<file path="config.mk">
export PLATFORM = sky130hd
export DESIGN_NAME = pll_divider_search_core
export DESIGN_NICKNAME = d
export VERILOG_FILES = /design/src/rtl/pds_pkg.sv /design/src/rtl/pds_div.sv /design/src/rtl/pds_scan.sv /design/src/rtl/pll_divider_search_core.sv
export SDC_FILE = /design/constraint.sdc
export NUM_CORES = 1
export LEC_CHECK = 0
export BUFFER_PORTS_ARGS = -buffer_cell sky130_fd_sc_hd__buf_2
export CORE_ASPECT_RATIO = 0.9
export CORE_UTILIZATION = 50
export DETAILED_ROUTE_END_ITERATION = 6
export PLACE_DENSITY = 0.67
export SLEW_MARGIN = 0
export SYNTH_ARGS = -nofsm -noshare
export SYNTH_HDL_FRONTEND = slang
export SYNTH_HIERARCHICAL = 1
export SYNTH_SLANG_ARGS = --single-unit
</file>
<file path="constraint.sdc">
create_clock -name clk -period 10.1 [get_ports clk]
set_input_delay 1.515 -clock clk [delete_from_list [all_inputs] [get_ports clk]]
set_output_delay 1.515 -clock clk [all_outputs]
set_load 0.05 [all_outputs]
</file>
<file path="src/rtl/pds_pkg.sv">
// ----------------------------------------------------------------------------
// pds_pkg
// Shared types, widths and constants of the pll divider search core.
// ----------------------------------------------------------------------------
package pds_pkg;

  localparam int DEFAULT_FEEDBACK_STEPS = 64;
  localparam int DEFAULT_REF_STEPS      = 8;

  localparam int REF_W    = 21;
  localparam int TOL_W    = 16;
  localparam int TGT_W    = 20;
  localparam int DVD_W    = 22;
  localparam int DEN_W    = 10;
  localparam int DQ_W     = 15;
  localparam int F_W      = 21;
  localparam int WIN_W    = 23;
  localparam int NWX_W    = 7;
  localparam int MX_W     = 3;
  localparam int RAT_W    = 14;

  localparam logic [REF_W-1:0] REF_CLOCK_RESET = 21'd1431818;
  localparam logic [TOL_W-1:0] START_TOL_RESET = 16'd750;
  localparam logic [TGT_W-1:0] ACHIEVED_MAX    = 20'hFFFFF;

  localparam logic [RAT_W-1:0] RATIO_LOW  = 14'd170;
  localparam logic [RAT_W-1:0] RATIO_HIGH = 14'd500;

  localparam logic REG_REF_CLOCK = 1'b0;
  localparam logic REG_START_TOL = 1'b1;

  typedef struct packed {
    logic             init;
    logic [TGT_W-1:0] target;
    logic [TOL_W-1:0] tol;
    logic             tab_we;
    logic [MX_W-1:0]  tab_m;
    logic [DQ_W-1:0]  tab_dq;
    logic [DEN_W-1:0] tab_dr;
    logic             step;
    logic             k;
    logic [NWX_W-1:0] nw;
    logic [MX_W-1:0]  m;
  } scan_ctrl_t;

  typedef struct packed {
    logic           hit;
    logic           k;
    logic [5:0]     n;
    logic [2:0]     m;
    logic [F_W-1:0] f;
  } scan_res_t;

  function automatic logic [DEN_W-1:0] den_of(input logic [MX_W-1:0] m);
    den_of = (DEN_W'(m) + DEN_W'(2)) * DEN_W'(100);
  endfunction

endpackage

</file>
<file path="src/rtl/pds_div.sv">
// ----------------------------------------------------------------------------
// pds_div
// Serial restoring divider, one quotient bit per cycle.
// ----------------------------------------------------------------------------
module pds_div (
  input  logic                        clk,
  input  logic                        rst,
  input  logic                        start,
  input  logic [pds_pkg::DVD_W-1:0]   dividend,
  input  logic [pds_pkg::DEN_W-1:0]   divisor,
  output logic                        done,
  output logic [pds_pkg::DQ_W-1:0]    quot,
  output logic [pds_pkg::DEN_W-1:0]   rem
);

  localparam int CNT_W = $clog2(pds_pkg::DVD_W);
  localparam logic [CNT_W-1:0] CNT_LAST = CNT_W'(pds_pkg::DVD_W - 1);

  logic                        busy;
  logic [CNT_W-1:0]            cnt;
  logic [pds_pkg::DVD_W-1:0]   sh;
  logic [pds_pkg::DEN_W-1:0]   rem_r;
  logic [pds_pkg::DEN_W-1:0]   dsr;
  logic [pds_pkg::DEN_W:0]     rem_sh;
  logic [pds_pkg::DEN_W+1:0]   diff;
  logic                        ge;

  always_comb begin
    rem_sh = {rem_r, sh[pds_pkg::DVD_W-1]};
    diff   = {1'b0, rem_sh} - (pds_pkg::DEN_W+2)'(dsr);
    ge     = ~diff[pds_pkg::DEN_W+1];
  end

  always_ff @(posedge clk) begin
    if (rst) begin
      busy <= 1'b0;
      done <= 1'b0;
      cnt  <= '0;
    end else begin
      done <= 1'b0;
      if (start) begin
        busy <= 1'b1;
        cnt  <= '0;
      end else if (busy) begin
        cnt <= cnt + CNT_W'(1);
        if (cnt == CNT_LAST) begin
          busy <= 1'b0;
          done <= 1'b1;
        end
      end
    end
  end

  always_ff @(posedge clk) begin
    if (start) begin
      sh    <= dividend;
      dsr   <= divisor;
      rem_r <= '0;
    end else if (busy) begin
      sh    <= {sh[pds_pkg::DVD_W-2:0], ge};
      rem_r <= ge ? diff[pds_pkg::DEN_W-1:0] : rem_sh[pds_pkg::DEN_W-1:0];
    end
  end

  assign quot = sh[pds_pkg::DQ_W-1:0];
  assign rem  = rem_r;

endmodule

</file>
<file path="src/rtl/pds_scan.sv">
// ----------------------------------------------------------------------------
// pds_scan
// Per reference divider quotient and remainder accumulators stepped once per
// cycle while step is set, followed by a window and ratio check that keeps the best setting.
// ----------------------------------------------------------------------------
module pds_scan #(
  parameter int REF_STEPS = pds_pkg::DEFAULT_REF_STEPS
) (
  input  logic                  clk,
  input  logic                  rst,
  input  pds_pkg::scan_ctrl_t   ctrl,
  output pds_pkg::scan_res_t    res
);

  localparam int MW = (REF_STEPS > 1) ? $clog2(REF_STEPS) : 1;

  logic [pds_pkg::DQ_W-1:0]   dq_tab [REF_STEPS];
  logic [pds_pkg::DEN_W-1:0]  dr_tab [REF_STEPS];
  logic [pds_pkg::F_W-1:0]    q_acc  [REF_STEPS];
  logic [pds_pkg::DEN_W-1:0]  r_acc  [REF_STEPS];

  logic [MW-1:0]              m_i;
  logic [MW-1:0]              tab_i;
  logic [pds_pkg::DEN_W-1:0]  den;
  logic [pds_pkg::DQ_W-1:0]   dq_k;
  logic [pds_pkg::DEN_W-1:0]  dr_k;
  logic [pds_pkg::DEN_W:0]    dr_sum;
  logic [pds_pkg::F_W-1:0]    base_q;
  logic [pds_pkg::DEN_W-1:0]  base_r;
  logic [pds_pkg::DEN_W:0]    rs;
  logic                       carry;
  logic [pds_pkg::DEN_W-1:0]  r_new;
  logic [pds_pkg::F_W-1:0]    q_new;
  logic [pds_pkg::NWX_W-1:0]  n4;
  logic [pds_pkg::RAT_W-1:0]  n4x100;
  logic [pds_pkg::RAT_W-1:0]  m2;
  logic                       ratio_ok;

  logic                       cand_valid;
  logic                       cand_ratio;
  logic [pds_pkg::F_W-1:0]    cand_f;
  logic                       cand_k;
  logic [5:0]                 cand_n;
  logic [2:0]                 cand_m;

  logic                       hit;
  logic [pds_pkg::WIN_W-1:0]  lo;
  logic [pds_pkg::WIN_W-1:0]  hi;
  logic [pds_pkg::WIN_W-1:0]  two_t;
  logic [pds_pkg::WIN_W-1:0]  tgt_s;
  logic [pds_pkg::WIN_W-1:0]  fs;
  logic [pds_pkg::WIN_W-1:0]  mirror;
  logic                       accept;
  logic                       best_k;
  logic [5:0]                 best_n;
  logic [2:0]                 best_m;
  logic [pds_pkg::F_W-1:0]    best_f;

  // step from (nw) * delta to (nw + 1) * delta
  always_comb begin
    m_i    = ctrl.m[MW-1:0];
    tab_i  = ctrl.tab_m[MW-1:0];
    den    = pds_pkg::den_of(ctrl.m);
    dr_sum = (pds_pkg::DEN_W+1)'(dr_tab[m_i]) +
             (dq_tab[m_i][0] ? (pds_pkg::DEN_W+1)'(den) : '0);
    dq_k   = ctrl.k ? (dq_tab[m_i] >> 1) : dq_tab[m_i];
    dr_k   = ctrl.k ? dr_sum[pds_pkg::DEN_W:1] : dr_tab[m_i];
    base_q = (ctrl.nw == '0) ? '0 : q_acc[m_i];
    base_r = (ctrl.nw == '0) ? '0 : r_acc[m_i];
    rs     = (pds_pkg::DEN_W+1)'(base_r) + (pds_pkg::DEN_W+1)'(dr_k);
    carry  = (rs >= (pds_pkg::DEN_W+1)'(den));
    r_new  = carry ? pds_pkg::DEN_W'(rs - (pds_pkg::DEN_W+1)'(den))
                   : rs[pds_pkg::DEN_W-1:0];
    q_new  = base_q + pds_pkg::F_W'(dq_k) + pds_pkg::F_W'(carry);
    n4     = ctrl.nw + pds_pkg::NWX_W'(1);
    n4x100 = pds_pkg::RAT_W'(n4) * pds_pkg::RAT_W'(100);
    m2     = pds_pkg::RAT_W'(ctrl.m) + pds_pkg::RAT_W'(2);
    ratio_ok = (n4x100 >= m2 * (pds_pkg::RATIO_LOW + pds_pkg::RAT_W'(1))) &&
               (n4x100 <  m2 * pds_pkg::RATIO_HIGH);
  end

  always_ff @(posedge clk) begin
    if (ctrl.tab_we) begin
      dq_tab[tab_i] <= ctrl.tab_dq;
      dr_tab[tab_i] <= ctrl.tab_dr;
    end
    if (ctrl.step) begin
      q_acc[m_i] <= q_new;
      r_acc[m_i] <= r_new;
    end
  end

  always_ff @(posedge clk) begin
    if (rst) begin
      cand_valid <= 1'b0;
    end else begin
      cand_valid <= ctrl.step && (ctrl.nw >= pds_pkg::NWX_W'(3));
    end
  end

  always_ff @(posedge clk) begin
    cand_ratio <= ratio_ok;
    cand_f     <= q_new;
    cand_k     <= ctrl.k;
    cand_n     <= 6'(ctrl.nw - pds_pkg::NWX_W'(3));
    cand_m     <= ctrl.m;
  end

  // window check against exclusive bounds lo and hi
  always_comb begin
    tgt_s  = pds_pkg::WIN_W'(ctrl.target);
    fs     = pds_pkg::WIN_W'(cand_f);
    mirror = two_t - fs;
    accept = cand_valid && cand_ratio &&
             ($signed(fs) > $signed(lo)) && ($signed(fs) < $signed(hi));
  end

  always_ff @(posedge clk) begin
    if (rst) begin
      hit <= 1'b0;
    end else if (ctrl.init) begin
      hit <= 1'b0;
    end else if (accept) begin
      hit <= 1'b1;
    end
  end

  always_ff @(posedge clk) begin
    if (ctrl.init) begin
      lo    <= tgt_s - pds_pkg::WIN_W'(ctrl.tol);
      hi    <= tgt_s + pds_pkg::WIN_W'(ctrl.tol);
      two_t <= tgt_s << 1;
    end else if (accept) begin
      if ($signed(mirror) >= $signed(fs)) begin
        lo <= fs;
        hi <= mirror;
      end else begin
        lo <= mirror;
        hi <= fs;
      end
      best_k <= cand_k;
      best_n <= cand_n;
      best_m <= cand_m;
      best_f <= cand_f;
    end
  end

  assign res.hit = hit;
  assign res.k   = best_k;
  assign res.n   = best_n;
  assign res.m   = best_m;
  assign res.f   = best_f;

endmodule

</file>
<file path="src/rtl/pll_divider_search_core.sv">
// ----------------------------------------------------------------------------
// pll_divider_search_core
// Searches post, feedback and reference divider settings for a wanted clock.
// ----------------------------------------------------------------------------
// throughput: a new item is accepted only in idle, so one search ends before the
//   next starts; set by the serial divider (one bit a cycle) and the single
//   accumulate and compare step that visits one setting a cycle
// reset: config registers to reset values, sequencer idle, no result valid
module pll_divider_search_core #(
  parameter int FEEDBACK_STEPS = pds_pkg::DEFAULT_FEEDBACK_STEPS,
  parameter int REF_STEPS      = pds_pkg::DEFAULT_REF_STEPS
) (
  input  logic                          clk,
  input  logic                          rst,
  input  logic                          wr_en,
  input  logic                          wr_index,
  input  logic [pds_pkg::REF_W-1:0]     wr_data,
  input  logic                          in_valid,
  output logic                          in_stall,
  input  logic [pds_pkg::TGT_W-1:0]     target_khz,
  output logic                          out_valid,
  input  logic                          out_stall,
  output logic                          found,
  output logic [9:0]                    packed_code,
  output logic                          post_div,
  output logic [5:0]                    feedback_div,
  output logic [2:0]                    ref_div,
  output logic [pds_pkg::TGT_W-1:0]     achieved_khz
);

  localparam int MW   = (REF_STEPS > 1) ? $clog2(REF_STEPS) : 1;
  localparam int NW_W = $clog2(FEEDBACK_STEPS + 3);
  localparam logic [MW-1:0]   M_LAST  = MW'(REF_STEPS - 1);
  localparam logic [NW_W-1:0] NW_LAST = NW_W'(FEEDBACK_STEPS + 2);

  typedef enum logic [4:0] {
    S_IDLE  = 5'b00001,
    S_DIV   = 5'b00010,
    S_SCAN  = 5'b00100,
    S_DRAIN = 5'b01000,
    S_DONE  = 5'b10000
  } state_t;

  state_t                       state;
  logic [pds_pkg::REF_W-1:0]    ref_clock;
  logic [pds_pkg::TOL_W-1:0]    start_tol;
  logic [MW-1:0]                m_cnt;
  logic [NW_W-1:0]              nw_cnt;
  logic                         k_cnt;

  logic                         in_acc;
  logic                         out_free;
  logic                         div_start;
  logic [MW-1:0]                div_m;
  logic                         div_done;
  logic [pds_pkg::DQ_W-1:0]     div_quot;
  logic [pds_pkg::DEN_W-1:0]    div_rem;
  pds_pkg::scan_ctrl_t          ctrl;
  pds_pkg::scan_res_t           res;

  always_ff @(posedge clk) begin
    if (rst) begin
      ref_clock <= pds_pkg::REF_CLOCK_RESET;
      start_tol <= pds_pkg::START_TOL_RESET;
    end else if (wr_en) begin
      case (wr_index)
        pds_pkg::REG_REF_CLOCK: ref_clock <= wr_data;
        pds_pkg::REG_START_TOL: start_tol <= wr_data[pds_pkg::TOL_W-1:0];
        default: ;
      endcase
    end
  end

  assign in_stall = (state != S_IDLE);
  assign in_acc   = in_valid && !in_stall;
  assign out_free = !out_valid || !out_stall;

  always_comb begin
    div_start = 1'b0;
    div_m     = '0;
    if (state == S_IDLE && in_acc) begin
      div_start = 1'b1;
    end else if (state == S_DIV && div_done && m_cnt != M_LAST) begin
      div_start = 1'b1;
      div_m     = m_cnt + MW'(1);
    end
  end

  pds_div u_div (
    .clk      (clk),
    .rst      (rst),
    .start    (div_start),
    .dividend ({ref_clock, 1'b0}),
    .divisor  (pds_pkg::den_of(pds_pkg::MX_W'(div_m))),
    .done     (div_done),
    .quot     (div_quot),
    .rem      (div_rem)
  );

  always_comb begin
    ctrl.init   = (state == S_IDLE) && in_acc;
    ctrl.target = target_khz;
    ctrl.tol    = start_tol;
    ctrl.tab_we = (state == S_DIV) && div_done;
    ctrl.tab_m  = pds_pkg::MX_W'(m_cnt);
    ctrl.tab_dq = div_quot;
    ctrl.tab_dr = div_rem;
    ctrl.step   = (state == S_SCAN);
    ctrl.k      = k_cnt;
    ctrl.nw     = pds_pkg::NWX_W'(nw_cnt);
    ctrl.m      = pds_pkg::MX_W'(m_cnt);
  end

  pds_scan #(
    .REF_STEPS (REF_STEPS)
  ) u_scan (
    .clk  (clk),
    .rst  (rst),
    .ctrl (ctrl),
    .res  (res)
  );

  always_ff @(posedge clk) begin
    if (rst) begin
      state  <= S_IDLE;
      m_cnt  <= '0;
      nw_cnt <= '0;
      k_cnt  <= 1'b0;
    end else begin
      case (state)
        S_IDLE: begin
          if (in_acc) begin
            m_cnt <= '0;
            state <= S_DIV;
          end
        end
        S_DIV: begin
          if (div_done) begin
            if (m_cnt == M_LAST) begin
              m_cnt  <= '0;
              nw_cnt <= '0;
              k_cnt  <= 1'b0;
              state  <= S_SCAN;
            end else begin
              m_cnt <= m_cnt + MW'(1);
            end
          end
        end
        S_SCAN: begin
          if (m_cnt == M_LAST) begin
            m_cnt <= '0;
            if (nw_cnt == NW_LAST) begin
              nw_cnt <= '0;
              if (k_cnt) begin
                state <= S_DRAIN;
              end else begin
                k_cnt <= 1'b1;
              end
            end else begin
              nw_cnt <= nw_cnt + NW_W'(1);
            end
          end else begin
            m_cnt <= m_cnt + MW'(1);
          end
        end
        S_DRAIN: begin
          state <= S_DONE;
        end
        S_DONE: begin
          if (out_free) begin
            state <= S_IDLE;
          end
        end
        default: state <= S_IDLE;
      endcase
    end
  end

  always_ff @(posedge clk) begin
    if (rst) begin
      out_valid <= 1'b0;
    end else if (state == S_DONE && out_free) begin
      out_valid <= 1'b1;
    end else if (!out_stall) begin
      out_valid <= 1'b0;
    end
  end

  always_ff @(posedge clk) begin
    if (state == S_DONE && out_free) begin
      found        <= res.hit;
      packed_code  <= res.hit ? {res.k, res.n, res.m} : '0;
      post_div     <= res.hit ? res.k : 1'b0;
      feedback_div <= res.hit ? res.n : '0;
      ref_div      <= res.hit ? res.m : '0;
      if (!res.hit) begin
        achieved_khz <= '0;
      end else if (res.f > pds_pkg::F_W'(pds_pkg::ACHIEVED_MAX)) begin
        achieved_khz <= pds_pkg::ACHIEVED_MAX;
      end else begin
        achieved_khz <= res.f[pds_pkg::TGT_W-1:0];
      end
    end
  end

  a_div_done_in_div: assert property (@(posedge clk) disable iff (rst)
    div_done |-> state == S_DIV)
    else $error("divider finished outside the divide phase");

  a_scan_exit: assert property (@(posedge clk) disable iff (rst)
    state == S_SCAN |=> (state == S_SCAN || state == S_DRAIN))
    else $error("scan left without draining");

  a_miss_zero: assert property (@(posedge clk) disable iff (rst)
    out_valid && !found |-> packed_code == '0 && achieved_khz == '0)
    else $error("miss result carries a setting");

  a_code_fields: assert property (@(posedge clk) disable iff (rst)
    out_valid && found |-> packed_code == {post_div, feedback_div, ref_div})
    else $error("packed code disagrees with fields");

endmodule
</file>
==> results of run 1 <==
## critical path, delay by kind of cell (launching register included)
kind            cells  cell delay, ns
compound gates     14            3.07
xor+xnor            3            0.84
fa+ha+maj           5            1.84
buf+inv             1            0.10
flops               1            0.73
mux                 3            1.31
simple gates        7            0.84
## state kept, by name, indices dropped and copies added (netlist names), 21 cells and up
name,cells
u_scan/q_acc,168
u_scan/cand_f,21
u_div/sh,22
u_scan/hi,21
u_scan/lo,22
u_scan/dr_tab,80
ref_clock,21
u_scan/best_f,21
u_scan/dq_tab,120
u_scan/r_acc,80
## kinds of logic after synthesis
family,count (synthesis)
compound gates,491
xor+xnor,137
fa+ha+maj,270
buf+inv,311
flops,710
mux,214
other cells,2
simple gates,584
## worst max path at each step
| stage | slack (ns) | cells past startpoint | end |
|---|---|---|---|
| 2_1_floorplan | 1.50 | 38 | u_scan/q_acc[0][20] |
| 3_3_place_gp | 1.18 | 35 | u_scan/q_acc[4][20] |
| 3_5_place_dp | 0.94 | 35 | u_scan/q_acc[1][16] |
| 4_1_cts | 0.85 | 35 | u_scan/q_acc[5][20] |
| 5_1_grt | 0.14 | 33 | u_scan/q_acc[7][19] |
| 6_report | 1.02 | 33 | u_scan/q_acc[7][19] |
## cell usage in the layout, fill, tap and decap left out, types with 49 or more instances in the layout
| cell | netlist | routed |
|---|---|---|
| mux4_2 | 112 | 112 |
| nand3_1 | 51 | 51 |
| xnor2_1 | 87 | 87 |
| ha_1 | 253 | 253 |
| dfxtp_1 | 105 | 102 |
| o21ai_0 | 77 | 76 |
| xor2_1 | 49 | 49 |
| nor2_1 | 110 | 103 |
| buf_2 | 15 | 89 |
| clkbuf_16 | 0 | 76 |
| edfxtp_1 | 605 | 605 |
| nand2_1 | 246 | 246 |
| a21oi_1 | 198 | 197 |
| inv_1 | 173 | 171 |
| mux2i_1 | 64 | 63 |
## where the power goes
| part | switching (mW) | internal [mW] |
|---|---|---|
| Combinational | 0.391 | 0.276 |
| Clock | 1.15 | 1.61 |
| Sequential | 0.0916 | 3.31 |
| Total | 1.63 | 5.20 |
## layer usage
metal	vias to the layer above	track usage	wire length, um
li1	10200	-	-
met1	10800	0.315	36300
met2	677	0.356	37800
met3	130	0.0387	4580
met4	0	0.0667	2140
met5	-	0	0
## area by class of cell
cell class	instances	area, um2
Antenna cell	1	2.50
Clock buffer	99	2030
Clock inverter	37	460
Fill cell	5683	30900
Inverter	175	657
Multi-Input combinational cell	1700	14200
Sequential cell	710	20300
Tap cell	940	1180
Timing Repair Buffer	117	659
## through the flow
stage                     hold slack [ns]  cells  power [mW]  worst slack, ns   util
after floorplan                     0.362   2721        3.95             1.50      -
after global placement              0.390   3642        4.10             1.18  0.525
after detailed placement            0.389   3642        4.12            0.939  0.525
after CTS                           0.403   3778        6.88            0.854  0.561
after global routing                0.411   3779        7.07            0.141  0.561
final                               0.403   3779        6.83             1.02  0.561
## repair_timing
item,in CTS,in global routing
endpoints found under the setup margin,0,24
resized for setup,0,2
endpoints found under the hold margin,0,0
==> results by group, run 1 <==
Run status
  – Status: finished clean

Floorplan
  – Num rows: 92
  – Initial Utilization: 0.508
  – Die height: 256 um
  – IO Count: 90
  – Core box area: 70400 um2
  – Die area: 72600 um2
  – Die Width: 284 um

Power and ir drop
  – Maximum VDD drop: 121 uV
  – Leak: 14.8 nW
  – Pwr/cell area: 173 nW/um2

Synthesis
  – Post-synthesis cell type count: 88
  – Top FF cell, synth: edfxtp_1
  – YS warnings: 6
  – Register bit total from synthesis: 710
  – Post-synth EDFFs: 605
  – Synth Area in Compound Gates: 0.0853
  – Yosys top cell by area: edfxtp_1
  – Mapped Cells: 2719
  – Post-synthesis sequential area ratio: 0.567
  – Largest family of logic cells by synthesized area: multiplexers
  – Syn Area/Cell: 13.2 um2
  – Synth Area in Adders: 0.0980
  – Most common cell in the netlist: edfxtp_1
  – Netlist area before placement: 35800 um2
  – Synth Area in Simple Gates: 0.0774
  – Multiplexer share of the synthesized area: 0.100
  – Synth top area cells: edfxtp_1 (51%), ha_1 (8.9%), mux4_2 (7.1%)
  – Synth Area in XOR/XNOR: 0.0338
  – Top cell type's share of synthesized area: 0.508
  – Post-synth top cells: edfxtp_1 (605), ha_1 (253), nand2_1 (246), a21oi_1 (198), inv_1 (173)
  – Ys async rst share: 0

Timing
  – Setup Viol. Count Final: 0
  – Worst-margin pin slew: 1.25 ns
  – Clock Skews: 0.0279 ns
  – Max Clock Freq: 110 MHz
  – Fin. max-slew vios: 0
  – Relative slew slack: 0.165
  – RSZ-0062 raised after global routing: false
  – Setup_tns: 0 ns
  – Period minus WS final: 9.08 ns
  – Fin crit share: 0.899
  – Final hold vios: 0

Setup path
  – Critical R2R Launch: m_cnt[0]
  – Worst Setup SP: m_cnt[0]
  – Max incr delay on CP: 0.73 ns
  – Critical path startpoint category: flip-flop
  – Setup crit end kind: flip-flop
  – R2r worst-path depth: 33
  – Worst reg2reg setup slack: 1.02 ns
  – CP arrival: 9.40 ns
  – Crit Path Max Fanout: 33
  – CP max-delay cell: dfxtp_4
  – Critical path class: flip-flop to flip-flop
  – Reg2reg end: u_scan/q_acc[7][19]
  – WP data required: 10.42 ns

Detailed routing
  – Antenna-violating nets left: 0
  – DR vias/cell: 5.77
  – Wire per inst: 21.4 um
  – Final wirelength: 80.8 mm
  – Residual DRC: 0
  – DRT Pass-1 Iters: 5
  – Drt initial violations: 1748
  – Routed vias: 21800

GRT
  – Vias in the first global route: 21800
  – First-pass GRT wire length: 125 mm
  – GR Util All Layers: 0.224
  – Initial antenna violation count: 1
  – GRT overflow: 0
  – Largest net degree at the start of global routing: 93

Clock network
  – Clock Path Buffers: 3
  – CTS HTree Levels: 3
  – CTS root buf: clkbuf_16
  – Hold_buf cts: 0
  – Postcts setup bufs: 0
  – Clock sink count: 710
  – Worst-path clk slew: 0.06 ns
  – Total CTS buffers: 74
  – CTS tree: built
  – Worst-skew pair later-pin latency: 0.63 ns

Worst hold path
  – Hold Crit Depth: 0
  – Worst hold path type: flip-flop to flip-flop
  – Hold EP: u_scan/best_n[2]
  – Hold Startpoint: u_scan/cand_n[2]

Finish
  – Layout area overhead: 10.4%
  – Layout cells sized above 1: 0.148
  – Design area: 39500 um2
  – Final nets: 3095

Place
  – Final HPWL DP: 55.0 mm
  – Port Buf Inserts: 89
  – DP Area: 37000 um2
  – RePlAce Congestion: 0.863

Flow run
  – Max-Cap Viols: 0
Power figures use the tool's default switching activity.
==> run 2: changes to the inputs <==
Settings changed: ABC_AREA set to 1.
==> run 2 against run 1 <==
Against the previous run: core utilization shrank 0.43 points; sequential cell count unchanged; hold slack gained 0.0058 ns; clock skew about the same; synthesized area up 4.1%; die area increased by 4.0%; wire length increased by 14%; sequential share of layout area fell by 1.7 points; highest routed layer unchanged.
==> results by group, run 2 <==
GRT
  – Vias in the first global route: 25100
  – GR Util All Layers: 0.245
  – First-pass GRT wire length: 143 mm
  – GRT overflow: 0
  – Largest net degree at the start of global routing: 131
  – Initial antenna violation count: 0

Synthesis
  – YS warnings: 6
  – Yosys top cell by area: edfxtp_1
  – Most common cell in the netlist: nand2_1
  – Register bit total from synthesis: 710
  – Post-synth top cells: nand2_1 (777), edfxtp_1 (605), nor2_1 (363), inv_1 (338)
  – Synth top area cells: edfxtp_1 (49%), ha_1 (8.5%), nand2_1 (7.8%)
  – Post-synthesis cell type count: 68
  – Post-synth EDFFs: 605
  – Top cell type's share of synthesized area: 0.488
  – Mapped Cells: 3752
  – Ys async rst share: 0
  – Netlist area before placement: 37200 um2
  – Post-synthesis sequential area ratio: 0.545
  – Syn Area/Cell: 9.92 um2
  – Top FF cell, synth: edfxtp_1

Floorplan
  – Die Width: 290 um
  – IO Count: 90
  – Die height: 261 um
  – Num rows: 94
  – Core box area: 73400 um2
  – Die area: 75500 um2
  – Initial Utilization: 0.507

Detailed routing
  – Drt initial violations: 2516
  – DRT Pass-1 Iters: 5
  – Final wirelength: 91.9 mm
  – DR vias/cell: 5.56
  – Routed vias: 26800
  – Wire per inst: 19.1 um
  – Antenna-violating nets left: 0
  – Residual DRC: 0

Timing
  – Clock Skews: 0.0277 ns
  – Hold Worst Slack: 0.409 ns
  – Setup_tns: 0 ns
  – Period minus WS final: 8.48 ns
  – Max Clock Freq: 118 MHz
  – Fin. max-slew vios: 0
  – Final hold vios: 0
  – Setup Viol. Count Final: 0
  – Fin crit share: 0.840
  – RSZ-0062 raised after global routing: false
  – Setup ws final: 1.62 ns
  – Relative slew slack: 0.218
  – Worst-margin pin slew: 1.14 ns

Finish
  – Final core occ: 0.556
  – Layout area overhead: 9.72%
  – Most frequent cells in the layout: nand2_1 (777), edfxtp_1 (605), nor2_1 (347)
  – Layout cells sized above 1: 0.0946
  – Commonest non-fill, non-tap cell in the layout: nand2_1
  – Design area: 40800 um2
  – Non-Filler Instances: 4809
  – Max reg flops: 168
  – Biggest regs: u_scan/q_acc: 168 flops, u_scan/dq_tab: 120 flops
  – Most flop-heavy register: u_scan/q_acc
  – Diodes inserted: 0
  – Final nets: 4105

Place
  – Placed cells: 4673
  – DP Area: 38300 um2
  – Port Buf Inserts: 89
  – Final HPWL DP: 62.3 mm
  – RePlAce Congestion: 0.916
  – Setup slack at placement: 1.78 ns

Clock network
  – CTS HTree Levels: 3
  – Clock Path Buffers: 3
  – Cts repair resizes: 0
  – CTS root buf: clkbuf_16
  – Clock sink count: 710
  – CTS tree: built
  – Hold_buf cts: 0
  – Worst-path clk slew: 0.06 ns
  – Worst-skew pair later-pin latency: 0.63 ns
  – Total CTS buffers: 73
  – Postcts setup bufs: 0

Run status
  – Status: finished clean

Flow run
  – Max-Cap Viols: 0

Setup path
  – CP most frequent cell: nand2_1
  – CP arrival: 8.82 ns
  – Max incr delay on CP: 0.78 ns
  – Critical path class: flip-flop to flip-flop
  – Setup crit end kind: flip-flop
  – Crit Path Max Fanout: 122
  – CP max-delay cell: dfxtp_4
  – Critical path startpoint category: flip-flop
  – WP data required: 10.44 ns

Power and ir drop
  – Maximum VDD drop: 175 uV
  – Pwr Total: 11.6 mW
  – Leak: 16.9 nW
  – Pwr/cell area: 283 nW/um2

Worst hold path
  – Worst hold path type: flip-flop to flip-flop
==> run 2: cell types whose count changed in the layout (fill, tap and decap cells not counted), sizes merged, moves of 56 or more <==
cell	before	now
nand2	247	794
nor2	110	376
inv	179	357
nand3	51	216
o21ai	89	229
mux4	112	0
a21oi	198	263
mux2i	64	0
xnor2	87	31
==> run 2: where the power goes <==
| part | internal, mW | switching, mW |
|---|---|---|
| registers | 3.98 | 0.350 |
| clock network | 1.62 | 1.17 |
| logic | 1.42 | 3.04 |
| total | 7.02 | 4.56 |
==> run 2: area by class of cell <==
class	instances	area, um2
multi-input combinational	2515	14700
tap	960	1200
sequential	710	20300
clock buffer	92	1940
clock inverter	44	576
inverter	355	1350
fill	6382	32600
timing repair buffer	133	788
==> run 2: cell families (layout without fill, tap and decap cells) <==
kind of cell / after synthesis / count (layout) / synth area share
other: 2 / 4 / 0.000202
and+or+nand+nor: 1461 / 1461 / 0.165
buffers and inverters: 529 / 624 / 0.0627
adders and majority gates: 270 / 270 / 0.0942
xor gates and xnor gates: 119 / 119 / 0.0280
DFF: 710 / 710 / 0.545
AOI/OAI and AO/OA: 661 / 661 / 0.105
==> run 2: critical path: cells and delay by family, from the launching register on <==
kind                       cells  cell delay (ns)
xor gates and xnor gates       3             0.86
adders and majority gates      6             2.25
buffers and inverters          3             0.61
and+or+nand+nor               14             1.42
AOI/OAI and AO/OA             11             2.20
DFF                            1             0.78
==> run 2: worst paths after layout <==
kind | from | end | slack, ns | depth (start not counted)
worst min register to register | u_scan/cand_n[5] | u_scan/best_n[5] | 0.41 | 0
worst max register to register | m_cnt[0] | u_scan/q_acc[7][14] | 1.62 | 37
worst min-delay path | u_scan/cand_n[5] | u_scan/best_n[5] | 0.41 | 0
worst max-delay path | m_cnt[0] | u_scan/q_acc[7][14] | 1.62 | 37
==> run 2: metal layers <==
metal | track usage | part of all wire | vias to the layer above
li1 | - | - | 13000
met1 | 0.372 | 0.47 | 12800
met2 | 0.371 | 0.44 | 913
met3 | 0.0361 | 0.073 | 103
met4 | 0.0561 | 0.019 | 0
met5 | 0 | 0 | -
